**config.mk**
```make
export PLATFORM = sky130hd
export DESIGN_NAME = bracket_balance_checker_core
export DESIGN_NICKNAME = d
export VERILOG_FILES = /design/src/rtl/bbc_pkg.sv /design/src/rtl/bracket_balance_checker_core.sv /design/src/rtl/bbc_cell.sv /design/src/rtl/bbc_stack.sv /design/src/rtl/bbc_skid.sv
export SDC_FILE = /design/constraint.sdc
export NUM_CORES = 1
export LEC_CHECK = 0
export CORE_MARGIN = 1.5
export CORE_UTILIZATION = 58
export CTS_CLUSTER_DIAMETER = 150
export DETAILED_ROUTE_END_ITERATION = 10
export DONT_BUFFER_PORTS = 1
export HOLD_SLACK_MARGIN = 0.06
export PLACE_DENSITY_LB_ADDON = 0.2
export SYNTH_ARGS = -nofsm -noshare
export SYNTH_HDL_FRONTEND = slang
export SYNTH_HIERARCHICAL = 1
export SYNTH_SLANG_ARGS = --single-unit
```
**constraint.sdc**
```tcl
create_clock -name clk -period 38 [get_ports clk]
set_input_delay 9.5 -clock clk [delete_from_list [all_inputs] [get_ports clk]]
set_output_delay 9.5 -clock clk [all_outputs]
set_load 0.01 [all_outputs]
```
**src/rtl/bbc_pkg.sv**
```systemverilog
// Shared types, character codes and decode helpers for the bracket checker.
package bbc_pkg;

  typedef enum logic [2:0] {
    ST_OK         = 3'd0,
    ST_UNEXPECTED = 3'd1,
    ST_MISMATCH   = 3'd2,
    ST_MISSING    = 3'd3,
    ST_CORRECT    = 3'd4,
    ST_OVERFLOW   = 3'd5,
    ST_HALTED     = 3'd6
  } status_t;

  // KIND_NONE marks a byte that is not a bracket of that direction
  typedef enum logic [1:0] {
    KIND_CURLY  = 2'd0,
    KIND_ROUND  = 2'd1,
    KIND_SQUARE = 2'd2,
    KIND_NONE   = 2'd3
  } kind_t;

  typedef struct packed {
    logic push;
    logic pop;
  } stack_op_t;

  localparam logic [7:0] CH_NEWLINE = 8'h0A;
  localparam logic [7:0] CH_LCURLY  = 8'h7B;
  localparam logic [7:0] CH_RCURLY  = 8'h7D;
  localparam logic [7:0] CH_LPAREN  = 8'h28;
  localparam logic [7:0] CH_RPAREN  = 8'h29;
  localparam logic [7:0] CH_LSQUARE = 8'h5B;
  localparam logic [7:0] CH_RSQUARE = 8'h5D;

  function automatic kind_t opener_kind(input logic [7:0] c);
    kind_t k;
    case (c)
      CH_LCURLY:  k = KIND_CURLY;
      CH_LPAREN:  k = KIND_ROUND;
      CH_LSQUARE: k = KIND_SQUARE;
      default:    k = KIND_NONE;
    endcase
    return k;
  endfunction

  function automatic kind_t closer_kind(input logic [7:0] c);
    kind_t k;
    case (c)
      CH_RCURLY:  k = KIND_CURLY;
      CH_RPAREN:  k = KIND_ROUND;
      CH_RSQUARE: k = KIND_SQUARE;
      default:    k = KIND_NONE;
    endcase
    return k;
  endfunction

endpackage

```
**src/rtl/bracket_balance_checker_core.sv**
```systemverilog
// Top level: bracket balance checker with shift-cell stack and output buffer.
//
//  channel | dir | handshake          | content
//  s_*     | in  | s_tvalid/s_tready  | tdata: char_code; tlast: end_of_text
//  m_*     | out | m_tvalid/m_tready  | tdata: status, expected_kind, got_kind,
//          |     |                    |        line_number
//
// One transaction per cycle in while s_tready is high; one registered result
// per transaction. Each accepted transaction does at most one push, pop or
// compare on the top cell of the stack row. Synchronous reset empties the
// stack, clears the counters and sets the line to one; no clearing pass is
// needed. A stalled output fills the second buffer entry, then s_tready drops.
module bracket_balance_checker_core import bbc_pkg::*; #(
  parameter int STACK_DEPTH = 256,
  parameter int LINE_BITS   = 20
) (
  input  logic                clk,
  input  logic                rst,
  input  logic                s_tvalid,
  output logic                s_tready,
  input  logic [7:0]          s_tdata,   // [7:0] char_code
  input  logic                s_tlast,   // end_of_text
  output logic                m_tvalid,
  input  logic                m_tready,
  // [2:0] status, [4:3] expected_kind, [6:5] got_kind,
  // [LINE_BITS+6:7] line_number, zero fill above
  output logic [((LINE_BITS+14)/8)*8-1:0] m_tdata
);

  localparam int OUT_W = ((LINE_BITS + 14) / 8) * 8;
  localparam int CNT_W = $clog2(STACK_DEPTH + 1);

  logic                 accept;
  logic [CNT_W-1:0]     depth;
  logic [CNT_W-1:0]     depth_next;
  logic [CNT_W-1:0]     cnt      [3];
  logic [CNT_W-1:0]     cnt_next [3];
  logic [LINE_BITS-1:0] current_line;
  logic [LINE_BITS-1:0] current_line_next;
  logic                 halted;
  logic                 halted_next;

  stack_op_t            op;
  kind_t                push_kind;
  kind_t                top_kind;
  kind_t                ok;
  kind_t                ck;
  status_t              res_status;
  kind_t                res_exp;
  kind_t                res_got;
  logic [OUT_W-1:0]     res_data;
  logic                 full;

  assign accept = s_tvalid && s_tready;
  assign ok     = opener_kind(s_tdata);
  assign ck     = closer_kind(s_tdata);
  assign full   = (depth == CNT_W'(STACK_DEPTH));

  always_comb begin
    res_status        = ST_OK;
    res_exp           = KIND_CURLY;
    res_got           = KIND_CURLY;
    op                = '0;
    push_kind         = ok;
    depth_next        = depth;
    cnt_next          = cnt;
    halted_next       = halted;
    current_line_next = current_line;

    if (accept) begin
      if (s_tlast) begin
        if (halted) begin
          res_status = ST_HALTED;
        end else if (cnt[0] != '0) begin
          res_status = ST_MISSING;
          res_exp    = KIND_CURLY;
        end else if (cnt[1] != '0) begin
          res_status = ST_MISSING;
          res_exp    = KIND_ROUND;
        end else if (cnt[2] != '0) begin
          res_status = ST_MISSING;
          res_exp    = KIND_SQUARE;
        end else begin
          res_status = ST_CORRECT;
        end
        depth_next        = '0;
        cnt_next          = '{default: '0};
        halted_next       = 1'b0;
        current_line_next = LINE_BITS'(1);
      end else begin
        if (halted) begin
          res_status = ST_HALTED;
        end else if (ok != KIND_NONE) begin
          if (full) begin
            res_status  = ST_OVERFLOW;
            halted_next = 1'b1;
          end else begin
            op.push      = 1'b1;
            depth_next   = depth + CNT_W'(1);
            cnt_next[ok] = cnt[ok] + CNT_W'(1);
          end
        end else if (ck != KIND_NONE) begin
          if (depth == '0) begin
            res_status  = ST_UNEXPECTED;
            res_got     = ck;
            halted_next = 1'b1;
          end else if (top_kind != ck) begin
            res_status  = ST_MISMATCH;
            res_exp     = top_kind;
            res_got     = ck;
            halted_next = 1'b1;
          end else begin
            op.pop     = 1'b1;
            depth_next = depth - CNT_W'(1);
            if (cnt[ck] != '0) begin
              cnt_next[ck] = cnt[ck] - CNT_W'(1);
            end
          end
        end
        // newlines still counted while halted; line saturates
        if (s_tdata == CH_NEWLINE && current_line != '1) begin
          current_line_next = current_line + LINE_BITS'(1);
        end
      end
    end
  end

  always_comb begin
    res_data                = '0;
    res_data[2:0]           = res_status;
    res_data[4:3]           = res_exp;
    res_data[6:5]           = res_got;
    res_data[LINE_BITS+6:7] = current_line;
  end

  always_ff @(posedge clk) begin
    if (rst) begin
      depth        <= '0;
      cnt          <= '{default: '0};
      halted       <= 1'b0;
      current_line <= LINE_BITS'(1);
    end else begin
      depth        <= depth_next;
      cnt          <= cnt_next;
      halted       <= halted_next;
      current_line <= current_line_next;
    end
  end

  bbc_stack #(
    .DEPTH (STACK_DEPTH)
  ) u_stack (
    .clk       (clk),
    .op        (op),
    .push_kind (push_kind),
    .top_kind  (top_kind)
  );

  bbc_skid #(
    .WIDTH (OUT_W)
  ) u_skid (
    .clk       (clk),
    .rst       (rst),
    .in_valid  (accept),
    .in_data   (res_data),
    .in_ready  (s_tready),
    .out_valid (m_tvalid),
    .out_data  (m_tdata),
    .out_ready (m_tready)
  );

  // per-kind counts always add up to the stack depth
  a_count_sum: assert property (@(posedge clk) disable iff (rst)
    ({2'b00, cnt[0]} + {2'b00, cnt[1]} + {2'b00, cnt[2]}) == {2'b00, depth})
    else $error("open counts do not match stack depth");

  a_depth_bound: assert property (@(posedge clk) disable iff (rst)
    depth <= CNT_W'(STACK_DEPTH))
    else $error("stack depth beyond capacity");

  a_eot_clears: assert property (@(posedge clk) disable iff (rst)
    accept && s_tlast |=> depth == '0 && !halted && current_line == LINE_BITS'(1))
    else $error("end of text did not clear the checker");

  a_line_nonzero: assert property (@(posedge clk) disable iff (rst)
    current_line != '0)
    else $error("line number reached zero");

  a_halt_freezes_stack: assert property (@(posedge clk) disable iff (rst)
    halted && accept && !s_tlast |=> depth == $past(depth))
    else $error("stack moved while halted");

endmodule

```
**src/rtl/bbc_cell.sv**
```systemverilog
// One stack cell: holds a bracket kind, shifts down on push and up on pop.
module bbc_cell import bbc_pkg::*; (
  input  logic      clk,
  input  stack_op_t op,
  input  kind_t     from_above,
  input  kind_t     from_below,
  output kind_t     kind
);

  always_ff @(posedge clk) begin
    if (op.push) begin
      kind <= from_above;
    end else if (op.pop) begin
      kind <= from_below;
    end
  end

endmodule

```
**src/rtl/bbc_stack.sv**
```systemverilog
// Shift-register stack built as a row of cells; cell 0 is the top of stack.
module bbc_stack import bbc_pkg::*; #(
  parameter int DEPTH = 256
) (
  input  logic      clk,
  input  stack_op_t op,
  input  kind_t     push_kind,
  output kind_t     top_kind
);

  kind_t kinds [DEPTH];

  for (genvar i = 0; i < DEPTH; i++) begin : g_cell
    kind_t above;
    kind_t below;

    if (i == 0) begin : g_first
      assign above = push_kind;
    end else begin : g_mid_above
      assign above = kinds[i-1];
    end

    // last cell just holds on pop; its content is past the depth anyway
    if (i == DEPTH - 1) begin : g_last
      assign below = kinds[i];
    end else begin : g_mid_below
      assign below = kinds[i+1];
    end

    bbc_cell u_cell (
      .clk        (clk),
      .op         (op),
      .from_above (above),
      .from_below (below),
      .kind       (kinds[i])
    );
  end

  assign top_kind = kinds[0];

endmodule

```
**src/rtl/bbc_skid.sv**
```systemverilog
// Two-entry output buffer: registered ready, result held until taken.
module bbc_skid #(
  parameter int WIDTH = 32
) (
  input  logic             clk,
  input  logic             rst,
  input  logic             in_valid,
  input  logic [WIDTH-1:0] in_data,
  output logic             in_ready,
  output logic             out_valid,
  output logic [WIDTH-1:0] out_data,
  input  logic             out_ready
);

  logic             main_valid;
  logic [WIDTH-1:0] main_data;
  logic             skid_valid;
  logic [WIDTH-1:0] skid_data;

  assign in_ready  = !skid_valid;
  assign out_valid = main_valid;
  assign out_data  = main_data;

  always_ff @(posedge clk) begin
    if (rst) begin
      main_valid <= 1'b0;
      skid_valid <= 1'b0;
    end else if (!main_valid || out_ready) begin
      if (skid_valid) begin
        main_data  <= skid_data;
        skid_valid <= 1'b0;
      end else if (in_valid) begin
        main_data  <= in_data;
        main_valid <= 1'b1;
      end else begin
        main_valid <= 1'b0;
      end
    end else if (in_valid && !skid_valid) begin
      skid_data  <= in_data;
      skid_valid <= 1'b1;
    end
  end

endmodule

```
==> results by group, run 1 <==
Final layout
  – Sequential Area: ~0.018 mm2
  – Post-layout util: roughly 65%
  – N_diodes: 0
  – Fill cell count: approximately 3600
  – Fin cells: between 2000 and 3000
  – Area Growth Syn to Fin: 9.90%
  – Design area: around 0.032 mm2
  – Nets@finish: roughly 2000
  – Multi-input combinational cell area: around 0.011 mm2
  – Layout cells sized above 1: a little under half

Yosys
  – Syn. warnings: 6
  – Synth Register Bits: approximately 640
  – EDFF count, synth: ~580
  – Synth Area in Simple Gates: around a tenth
  – Synth Cell Area: 0.0295 mm2
  – Mux cell area share after synthesis: between 20% and 30%
  – Post-Synthesis Mean Instance Area: about 15 um2
  – Post-synthesis adder-cell area fraction: 0.450%
  – Cells after synthesis: 1935
  – Sequential area share after synthesis: a little over three fifths
  – Prevailing post-synth register cell: edfxtp_1
  – Ys async rst share: 0%
  – Largest family of logic cells by synthesized area: multiplexers
  – Compound-Gate Fraction of Synth Area: between 3 and 4%
  – XOR/XNOR share of the synthesized area: about 1.1%
  – Distinct cells, synth: between 80 and 90

Power and ir drop
  – NetSw: 0.270 mW
  – Sw Share: a little under a fifth
  – Leakage power: 8.65 nW
  – PwrDens: roughly 44 mW/mm2
  – Combinational share of power: 1.4%
  – Pint: between 1 and 1.5 mW
  – Clock network power share: between 40% and 50%
  – Total Power: 1.42 mW
  – Peak supply drop: around 30 uV
  – Flop pwr share: between 50 and 60%

Timing
  – Final TNS setup: 0 ps
  – Clock skew: between 30 and 40 ps
  – Max Clk Rate: approximately 0.073 GHz
  – Worst-margin pin slew: between 1000 and 1500 ps
  – Hold Slack: 474 ps
  – Setup repair after global routing missed its margin: false
  – Max-slew headroom: roughly 18%
  – Fin. Hold Viols: 0
  – Final Setup Violations: 0
  – Fin crit period: 13700 ps
  – Worst Setup Slack, final: between 20000 and 25000 ps
  – Max Slew Vio Count: 0
  – Period utilisation layout: a little over a third

Floorplan
  – Num rows: 82
  – Core area: approximately 0.050 mm2
  – Chip height: approximately 230 um
  – Die Area: around 0.052 mm2
  – I/O pin cnt: between 40 and 50
  – Starting Density: ~60%
  – Die X: between 200 and 250 um

Min path
  – Hold worst-path end: cnt[3]
  – HP Start: cnt[3]
  – HP Class: reg -> reg
  – Worst Hold Depth: 2

Critical path
  – Critical R2R Capture: u_stack/g_cell[122].u_cell/kind[1]
  – R2R Setup Slk: approximately 33000 ps
  – WS Path Type: in -> reg
  – CP startpoint kind: input pin
  – Critical path required time: ~38000 ps
  – Startpoint of the worst register-to-register path: u_skid/skid_valid
  – CP Capture Type: register
  – CP max FO: between 200 and 250
  – Crit path top cell by count: buf_4
  – Critical Path Max Stage Delay: about 910 ps
  – Crit path max-delay cell type: buf_4
  – Crit path cell chain: and4b_1 -> and2_4 -> inv_2 -> nand2_4 -> nand2_2 -> nor2_4 -> buf_12 -> buf_4 -> buf_4 -> mux2_2
  – Worst reg2reg path depth: 8
  – Crit path arrival time: 14010 ps

Route
  – DR pass1 iterations: 5
  – Vias per inst: ~5.7
  – Final ANT Viol Nets: 0
  – DR WL/cell: 18.1 um
  – Via Count: approximately 16000
  – Detailed Route WL: ~49 mm
  – Number of DRC markers in iteration 0: about 1300
  – Post-route DRC: 0

Clock network
  – Buffer count from post-CTS setup fixing: 0
  – Clock sink total: around 640
  – H-Tree Depth: 3
  – CTS tree: yes
  – Hold buffer count at CTS: 0
  – Clock Tree Buf Depth: 3
  – Clock Pin Slew Worst Setup and Hold Paths: about 60 ps
  – TritonCTS Buffers: between 60 and 70
  – Resize count post-CTS: 0
  – CTS Root Cell: clkbuf_16
  – Latest clock arrival within the worst-skew pair: approximately 590 ps

Run status
  – Status: finished clean

Placement
  – Post-Place Worst Slack: about 24000 ps
  – IO buf count: 0
  – Area of placed instances: 0.0303 mm2
  – HPWL Detailed: roughly 31 mm
  – Placed Instances: between 2000 and 3000
  – Routability-driven placement congestion ratio: between 0.9 and 1

Global route
  – Total global routing track utilization: roughly a fifth
  – GRT overflow: 0
  – Vias in the first global route: ~16000
  – First-pass GRT wire length: 81.8 mm
  – Largest net degree at the start of global routing: 252
  – Initial antenna violation count: 0

Flow run
  – Maxcap violations: 0
==> flip-flops by register name, summed over array words and instances (netlist names) <==
| register | count |
|---|---|
| u_stack/g_cell.u_cell/kind | 512 |
| current_line | 20 |
| u_skid/skid_valid | 1 |
| u_skid/skid_data | 32 |
| halted | 1 |
| u_skid/out_valid | 1 |
| u_skid/out_data | 32 |
| cnt | 27 |
| depth | 9 |
==> layout by cell type, fill, tap and decap left out, drive strengths merged, types with 6 or more instances in the layout <==
| master | Yosys | routed |
|---|---|---|
| nand4 | 18 | 18 |
| mux2i | 7 | 7 |
| edfxtp | 576 | 576 |
| conb | 1 | 10 |
| nand2 | 59 | 59 |
| clkinv | 2 | 24 |
| xor2 | 26 | 26 |
| nor2 | 66 | 66 |
| nor3 | 16 | 16 |
| nor2b | 7 | 7 |
| or2 | 258 | 258 |
| a21oi | 38 | 38 |
| and3 | 7 | 7 |
| bufinv | 0 | 7 |
| ha | 9 | 9 |
| dfxtp | 59 | 59 |
| and2 | 8 | 8 |
| nor4 | 6 | 6 |
| mux2 | 548 | 548 |
| clkbuf | 16 | 86 |
| inv | 12 | 14 |
| nand3 | 31 | 31 |
| a22oi | 8 | 8 |
| a31oi | 7 | 7 |
| or3 | 13 | 13 |
| o21ai | 17 | 17 |
| xnor2 | 12 | 12 |
| buf | 19 | 11 |
==> synth_stat cells (all sizes together) (5+ instances only) <==
cell type  count  area (um2)
a21oi         38         190
a22o           5        43.8
a22oi          8        60.1
a31oi          7        43.8
and2           8        55.1
and3           7        43.8
buf           19         173
clkbuf        16        60.1
dfxtp         59        1180
edfxtp       576       17300
ha             9         113
inv           12        45.0
mux2         548        6270
mux2i          7        70.1
nand2         59         234
nand3         31         160
nand4         18         113
nor2          66         248
nor2b          7        43.8
nor3          16        85.1
nor3b          5        42.5
nor4           6        67.6
o211ai         5        37.5
o21ai         17        85.1
or2          258        1610
or3           13        81.3
or4            5        37.5
xnor2         12         105
xor2          26         228
==> critical path, delay by kind of cell <==
| kind | cells | cell delay, ps |
|---|---|---|
| mux | 1 | 420 |
| simple gates | 5 | 1250 |
| buf+inv | 4 | 2590 |
==> kinds of logic after synthesis <==
logic type      after synthesis
simple gates                515
xor+xnor                     38
flops                       635
fa+ha+maj                    10
other cells                   1
compound gates              132
mux                         555
buf+inv                      49
==> layer usage <==
layer  wire length, um  track usage [%]  vias to the layer above
met5                 0                0                        -
met4               891             6.08                        0
met3              2020             3.13                       66
met2             23200             30.3                      284
met1             23000             26.5                     7676
li1                  -                -                     7546
==> power groups by stage <==
stage / clock [mW] / combinational (mW) / sequential [mW]
6_report: 0.641 / 0.0197 / 0.756
5_1_grt: 0.686 / 0.0216 / 0.756
4_1_cts: 0.660 / 0.0197 / 0.756
3_5_place_dp: 0 / 0.0196 / 0.771
3_3_place_gp: 0 / 0.0191 / 0.771
2_1_floorplan: 0 / 0.0190 / 0.771
==> how the worst max path moves through the flow <==
stage / start / to
floorplan: s_tdata[2] / u_stack/g_cell[0].u_cell/kind[0]
global placement: s_tdata[7] / u_stack/g_cell[107].u_cell/kind[1]
detailed placement: s_tdata[7] / u_stack/g_cell[98].u_cell/kind[0]
CTS: s_tdata[7] / u_stack/g_cell[96].u_cell/kind[1]
global route: s_tdata[7] / u_stack/g_cell[102].u_cell/kind[1]
finish: s_tdata[7] / u_stack/g_cell[122].u_cell/kind[1]
==> layout make-up <==
type,instances,share of cell area (%)
inverters,14,0.162
clock buffers,86,5.59
clock inverters,33,1.05
flip-flops and latches,635,57.0
repair buffers,11,0.332
multi-input cells,1260,33.3
well taps,672,2.59
Power figures use the tool's default switching activity.
==> run 2: changes to the inputs <==
- clock period: 38 -> 11.8 ns (I/O delays scaled with it)
==> run 2 against run 1 <==
Against the previous run: final cell count unchanged; register-to-register slack got worse by 26000 ps; global-route usage rose by 0.17 points; largest power group unchanged.
==> results by group, run 2 (synthesized netlist as in run 1, its figures left out) <==
Power and ir drop
  – Leakage power: 8.61 nW (was 8.65 nW)
  – PwrDens: 139 mW/mm2 (was 43.7 mW/mm2)
  – Total Power: 4.49 mW (was 1.42 mW)
  – Peak supply drop: 111 uV (was 29.9 uV)

Timing
  – Worst-margin pin slew: 1190 ps (was 1230 ps)
  – Setup repair after global routing missed its margin: false (unchanged)
  – Final Setup Violations: 0 (unchanged)
  – Fin. Hold Viols: 0 (unchanged)
  – Max Clk Rate: approximately 0.16 GHz
  – Fin crit period: 6280 ps
  – Worst Setup Slack, final: 5520 ps (was 24300 ps)
  – Period utilisation layout: between 50% and 60%
  – Max-slew headroom: 20.4% (was 17.9%)
  – Final TNS setup: 0 ps (unchanged)
  – Clock skew: 15.0 ps (was 37.0 ps)
  – Max Slew Vio Count: 0 (unchanged)

Floorplan
  – Core area: 0.0502 mm2 (unchanged)
  – Num rows: 82 (unchanged)
  – Starting Density: 58.8% (unchanged)
  – Die X: 229 um (unchanged)
  – Die Area: 0.0522 mm2 (unchanged)
  – I/O pin cnt: 47 (unchanged)
  – Chip height: 229 um (unchanged)

Route
  – Number of DRC markers in iteration 0: 1434 (was 1320)
  – Post-route DRC: 0 (unchanged)
  – DR pass1 iterations: 5 (unchanged)
  – Vias per inst: 5.77 (was 5.74)
  – Final ANT Viol Nets: 0 (unchanged)
  – Via Count: 15600 (about the same)
  – Detailed Route WL: 49.5 mm (was 49.1 mm)
  – DR WL/cell: 18.3 um (was 18.1 um)

Critical path
  – Critical Path Max Stage Delay: 740 ps (was 910 ps)
  – Crit path cell chain: and4b_1 -> and2_4 -> inv_2 -> nand2_4 -> nand2_4 -> nor2_4 -> buf_12 -> buf_12 -> mux2_2 (was and4b_1 -> and2_4 -> inv_2 -> nand2_4 -> nand2_2 -> nor2_4 -> buf_12 -> buf_4 -> buf_4 -> mux2_2)
  – Crit path arrival time: 6610 ps (was 14010 ps)
  – Critical path required time: 12130 ps (was 38320 ps)
  – CP startpoint kind: input pin (unchanged)
  – CP max FO: 224 (was 240)
  – CP Capture Type: register (unchanged)
  – Crit path max-delay cell type: buf_12 (was buf_4)
  – WS Path Type: in -> reg (unchanged)

Clock network
  – Latest clock arrival within the worst-skew pair: 590 ps (about the same)
  – Hold buffer count at CTS: 0 (unchanged)
  – Clock Pin Slew Worst Setup and Hold Paths: 60 ps (about the same)
  – Clock Tree Buf Depth: 3 (unchanged)
  – Clock sink total: 635 (unchanged)
  – CTS Root Cell: clkbuf_16 (unchanged)
  – CTS tree: yes (unchanged)
  – TritonCTS Buffers: 67 (unchanged)
  – Resize count post-CTS: 0 (unchanged)
  – H-Tree Depth: 3 (unchanged)
  – Buffer count from post-CTS setup fixing: 0 (unchanged)

Global route
  – First-pass GRT wire length: 82.0 mm (was 81.8 mm)
  – Largest net degree at the start of global routing: 265 (was 252)
  – Initial antenna violation count: 0 (unchanged)
  – Met1 Use GR: 27.0% (was 26.5%)
  – Met3 Use GR: 3.34% (was 3.13%)
  – GRT overflow: 0 (unchanged)
  – Most Crowded Layer GR: met2 (unchanged)
  – Total global routing track utilization: 19.1% (was 18.9%)
  – Met2 usage: 30.2% (was 30.3%)
  – Vias in the first global route: 15900 (was 16100)

Flow run
  – Maxcap violations: 0 (unchanged)

Final layout
  – Area Growth Syn to Fin: 9.62% (was 9.90%)
  – Layout cells sized above 1: 45.9% (was 46.1%)
  – Post-layout util: 64.4% (was 64.6%)
  – Commonest non-fill, non-tap cell in the layout: edfxtp_1 (unchanged)
  – Max reg flops: 512 (unchanged)
  – Nets@finish: 2010 (was 2012)
  – Most frequent cells in the layout: 576 x edfxtp_1, 521 x mux2_2, 258 x or2_2 (unchanged)
  – Most flop-heavy register: u_stack/g_cell.u_cell/kind (unchanged)
  – Fin cells: 2711 (unchanged)
  – N_diodes: 0 (unchanged)

Placement
  – Placed Instances: 2590 (was 2592)
  – Routability-driven placement congestion ratio: 0.952 (was 0.927)
  – HPWL Detailed: 31.5 mm (was 31.0 mm)
  – Post-Place Worst Slack: 4870 ps (was 23820 ps)
  – IO buf count: 0 (unchanged)

Run status
  – Status: finished clean (unchanged)

Min path
  – HP Class: reg -> reg (unchanged)
[run 2: cell types whose count changed in the layout (fill, tap and decap cells not counted), moves of 2 or more]
cell,before,now
buf_4,9,6
bufinv_16,7,3
clkbuf_1,15,17
clkinv_1,11,13
clkinv_2,13,11
clkinv_4,0,2
clkinvlp_4,2,0
inv_6,2,6
[run 2: where the power goes]
part | switching, mW | internal (mW)
sequential | 0.00815 | 2.43
combinational | 0.0365 | 0.0257
clock | 0.843 | 1.15
[run 2: through the flow]
step / area, um2 / hold WS, ps
final: 32300 / 468
after global routing: 32300 / 489
after detailed placement: 30300 / 460
after CTS: 32300 / 467
after global placement: 30300 / 450
after floorplan: 29600 / 444
[run 2: path summary, 6_finish.rpt]
| kind | startpoint | endpoint | slack (ps) | depth (start not counted) |
|---|---|---|---|---|
| worst max-delay path | s_tdata[7] | u_stack/g_cell[167].u_cell/kind[1] | 5520 | 9 |
| worst min-delay path | cnt[6] | cnt[6] | 470 | 2 |
| worst max register to register | u_skid/skid_valid | u_stack/g_cell[167].u_cell/kind[1] | 7300 | 7 |
| worst min register to register | cnt[6] | cnt[6] | 470 | 2 |
[run 2: final cells by class]
class	count	area [um2]
sequential	635	18500
fill	3602	17800
multi-input combinational	1260	10800
clock buffer	87	1790
tap	672	841
clock inverter	34	273
timing repair buffer	9	105
inverter	14	52.6
[run 2: layer usage]
metal | wire, um | part of all wire [%] | vias to the layer above
li1 | - | - | 7550
met1 | 23000 | 47 | 7643
met2 | 23200 | 47 | 358
met3 | 2260 | 4.6 | 89
met4 | 1000 | 2.0 | 0
met5 | 0 | 0 | -
[run 2: critical path, delay by kind of cell]
| kind | cells | cell delay (ps) |
|---|---|---|
| buffers and inverters | 3 | 1510 |
| muxes | 1 | 420 |
| and+or+nand+nor | 5 | 1550 |
==> run 3: changes to the inputs <==
- clock period: 11.8 -> 5 ns (I/O delays scaled with it)
==> run 3 against run 2 <==
Against the previous run: sequential share of layout area down 0.90 points; largest power group unchanged; non-clock buffer count up 36; combinational power up 140%; highest routed layer unchanged; global-route usage up 0.092 points; first-iteration DRC count down 18%; via count up 1.5%; clock power up 140%; critical endpoint is now depth[8]; die area unchanged; routed wire length up 0.21%.
==> results by group, run 3 (synthesized netlist as in run 1, its figures left out) <==
Critical path
  – CP Capture Type: register (unchanged)
  – CP max FO: 11 (was 224)
  – Crit path arrival time: 4180 ps (was 6610 ps)
  – WS Path Type: in -> reg (unchanged)
  – CP startpoint kind: input pin (unchanged)
  – Critical path required time: 5490 ps (was 12130 ps)

Power and ir drop
  – PwrDens: 327 mW/mm2 (was 139 mW/mm2)
  – Pint: 8.66 mW (was 3.60 mW)
  – Clock network power share: 45.2% (was 44.3%)
  – Leakage power: 8.86 nW (was 8.61 nW)
  – Total Power: 10.8 mW (was 4.49 mW)
  – Flop pwr share: 53.4% (was 54.3%)
  – Combinational share of power: 1.4% (about the same)
  – Sw Share: 19.5% (was 19.8%)
  – Peak supply drop: 263 uV (was 111 uV)
  – NetSw: 2.09 mW (was 0.888 mW)

Clock network
  – Hold buffer count at CTS: 0 (unchanged)
  – Resize count post-CTS: 0 (unchanged)
  – H-Tree Depth: 3 (unchanged)
  – TritonCTS Buffers: 68 (was 67)
  – Latest clock arrival within the worst-skew pair: 590 ps (about the same)
  – Clock sink total: 635 (unchanged)
  – CTS Root Cell: clkbuf_16 (unchanged)
  – Clock Pin Slew Worst Setup and Hold Paths: 60 ps (about the same)
  – Clock Tree Buf Depth: 3 (unchanged)
  – CTS tree: yes (unchanged)
  – Buffer count from post-CTS setup fixing: 0 (unchanged)

Timing
  – Fin crit period: around 3700 ps
  – Max-slew headroom: 47.6% (was 20.4%)
  – Final Setup Violations: 0 (unchanged)
  – Period utilisation layout: between 70% and 80%
  – Clock skew: 21.7 ps (was 15.0 ps)
  – Max Slew Vio Count: 0 (unchanged)
  – Worst-margin pin slew: 785 ps (was 1190 ps)
  – Hold Slack: 472 ps (was 468 ps)
  – Fin. Hold Viols: 0 (unchanged)
  – Setup repair after global routing missed its margin: false (unchanged)
  – Max Clk Rate: around 0.27 GHz

Global route
  – Initial antenna violation count: 0 (unchanged)
  – Total global routing track utilization: 19.2% (was 19.1%)
  – Vias in the first global route: 16400 (was 15900)
  – First-pass GRT wire length: 82.8 mm (was 82.0 mm)
  – Largest net degree at the start of global routing: 197 (was 265)
  – GRT overflow: 0 (unchanged)

Final layout
  – N_diodes: 0 (unchanged)
  – Commonest non-fill, non-tap cell in the layout: edfxtp_1 (unchanged)
  – Layout cells sized above 1: 46.8% (was 45.9%)
  – Fin cells: 2744 (was 2711)
  – Max reg flops: 512 (unchanged)
  – Most flop-heavy register: u_stack/g_cell.u_cell/kind (unchanged)
  – Fill cell count: 3573 (was 3602)
  – Most frequent cells in the layout: 576 x edfxtp_1, 521 x mux2_2, 258 x or2_2 (unchanged)
  – Nets@finish: 2047 (was 2010)
  – Post-layout util: 65.5% (was 64.4%)
  – Area Growth Syn to Fin: 11.4% (was 9.62%)

Route
  – Number of DRC markers in iteration 0: 1177 (was 1434)
  – DR WL/cell: 18.1 um (was 18.3 um)
  – Detailed Route WL: 49.6 mm (was 49.5 mm)
  – DR pass1 iterations: 6 (was 5)
  – Via Count: 15900 (was 15600)
  – Vias per inst: 5.78 (was 5.77)
  – Post-route DRC: 0 (unchanged)
  – Final ANT Viol Nets: 0 (unchanged)

Min path
  – HP Class: reg -> reg (unchanged)

Placement
  – Placed Instances: 2626 (was 2590)
  – IO buf count: 0 (unchanged)
  – Routability-driven placement congestion ratio: 0.949 (was 0.952)
  – HPWL Detailed: 32.4 mm (was 31.5 mm)

Floorplan
  – Die Area: 0.0522 mm2 (unchanged)
  – Die X: 229 um (unchanged)
  – I/O pin cnt: 47 (unchanged)
  – Num rows: 82 (unchanged)
  – Chip height: 229 um (unchanged)
  – Core area: 0.0502 mm2 (unchanged)
  – Starting Density: 58.8% (unchanged)

Flow run
  – Maxcap violations: 0 (unchanged)

Run status
  – Status: finished clean (unchanged)
==> run 3: changes by cell type in the layout (fill, tap and decap cells not counted), sizes merged <==
cell      change
clkbuf        -1
buf          +36
clkinvlp      +2
clkinv        -2
bufinv        +2
inv           -4
==> run 3: critical path, stage by stage <==
cell and delay (ps):
nor4_4 470, nand2_2 220, nand2_4 160, inv_1 210, fa_1 470, a21o_1 170, a21oi_1 180, nor2b_1 90
o21a_1 190, o41a_1 320, xnor2_1 180, mux2i_1 200, a21oi_1 70
==> run 3: worst paths after layout <==
path,startpoint,slack (ps),cells after the start,end
setup / recovery,s_tdata[4],1310,13,depth[8]
hold / removal,cnt[21],470,2,cnt[21]
setup reg to reg,u_skid/skid_valid,1940,7,u_stack/g_cell[30].u_cell/kind[1]
hold reg to reg,cnt[21],470,2,cnt[21]
==> run 3: cell type report <==
| cell class | instances | area (um2) | share of cell area [%] |
|---|---|---|---|
| clock buffer | 86 | 1840 | 5.61 |
| clock inverter | 32 | 308 | 0.937 |
| multi-input combinational | 1260 | 10800 | 32.8 |
| timing repair buffer | 45 | 538 | 1.64 |
| sequential | 635 | 18500 | 56.3 |
| inverter | 14 | 52.6 | 0.160 |
| tap | 672 | 841 | 2.56 |
==> run 3: power by group through the flow <==
stage / logic [mW] / clock network (mW) / registers [mW]
3_3_place_gp: 0.146 / 0 / 5.86
5_1_grt: 0.167 / 5.18 / 5.74
6_report: 0.152 / 4.86 / 5.75
4_1_cts: 0.151 / 4.99 / 5.75
2_1_floorplan: 0.141 / 0 / 5.86
3_5_place_dp: 0.150 / 0 / 5.86
==> run 3: through the flow <==
step / cell area, um2 / TNS, ps / setup slack, ps
after global placement: 30700 / 0 / 795
after global routing: 32900 / 0 / 1100
after floorplan: 29600 / -7280590 / -7160
final: 32900 / 0 / 1310
after CTS: 32900 / 0 / 1380
after detailed placement: 30700 / 0 / 750
==> run 3: metal layers <==
layer / track usage [%] / wire (um) / vias up
met4: 5.79 / 1090 / 0
met5: 0 / 0 / -
li1: - / - / 7614
met1: 26.5 / 22900 / 7819
met3: 3.74 / 2210 / 93
met2: 30.9 / 23400 / 341
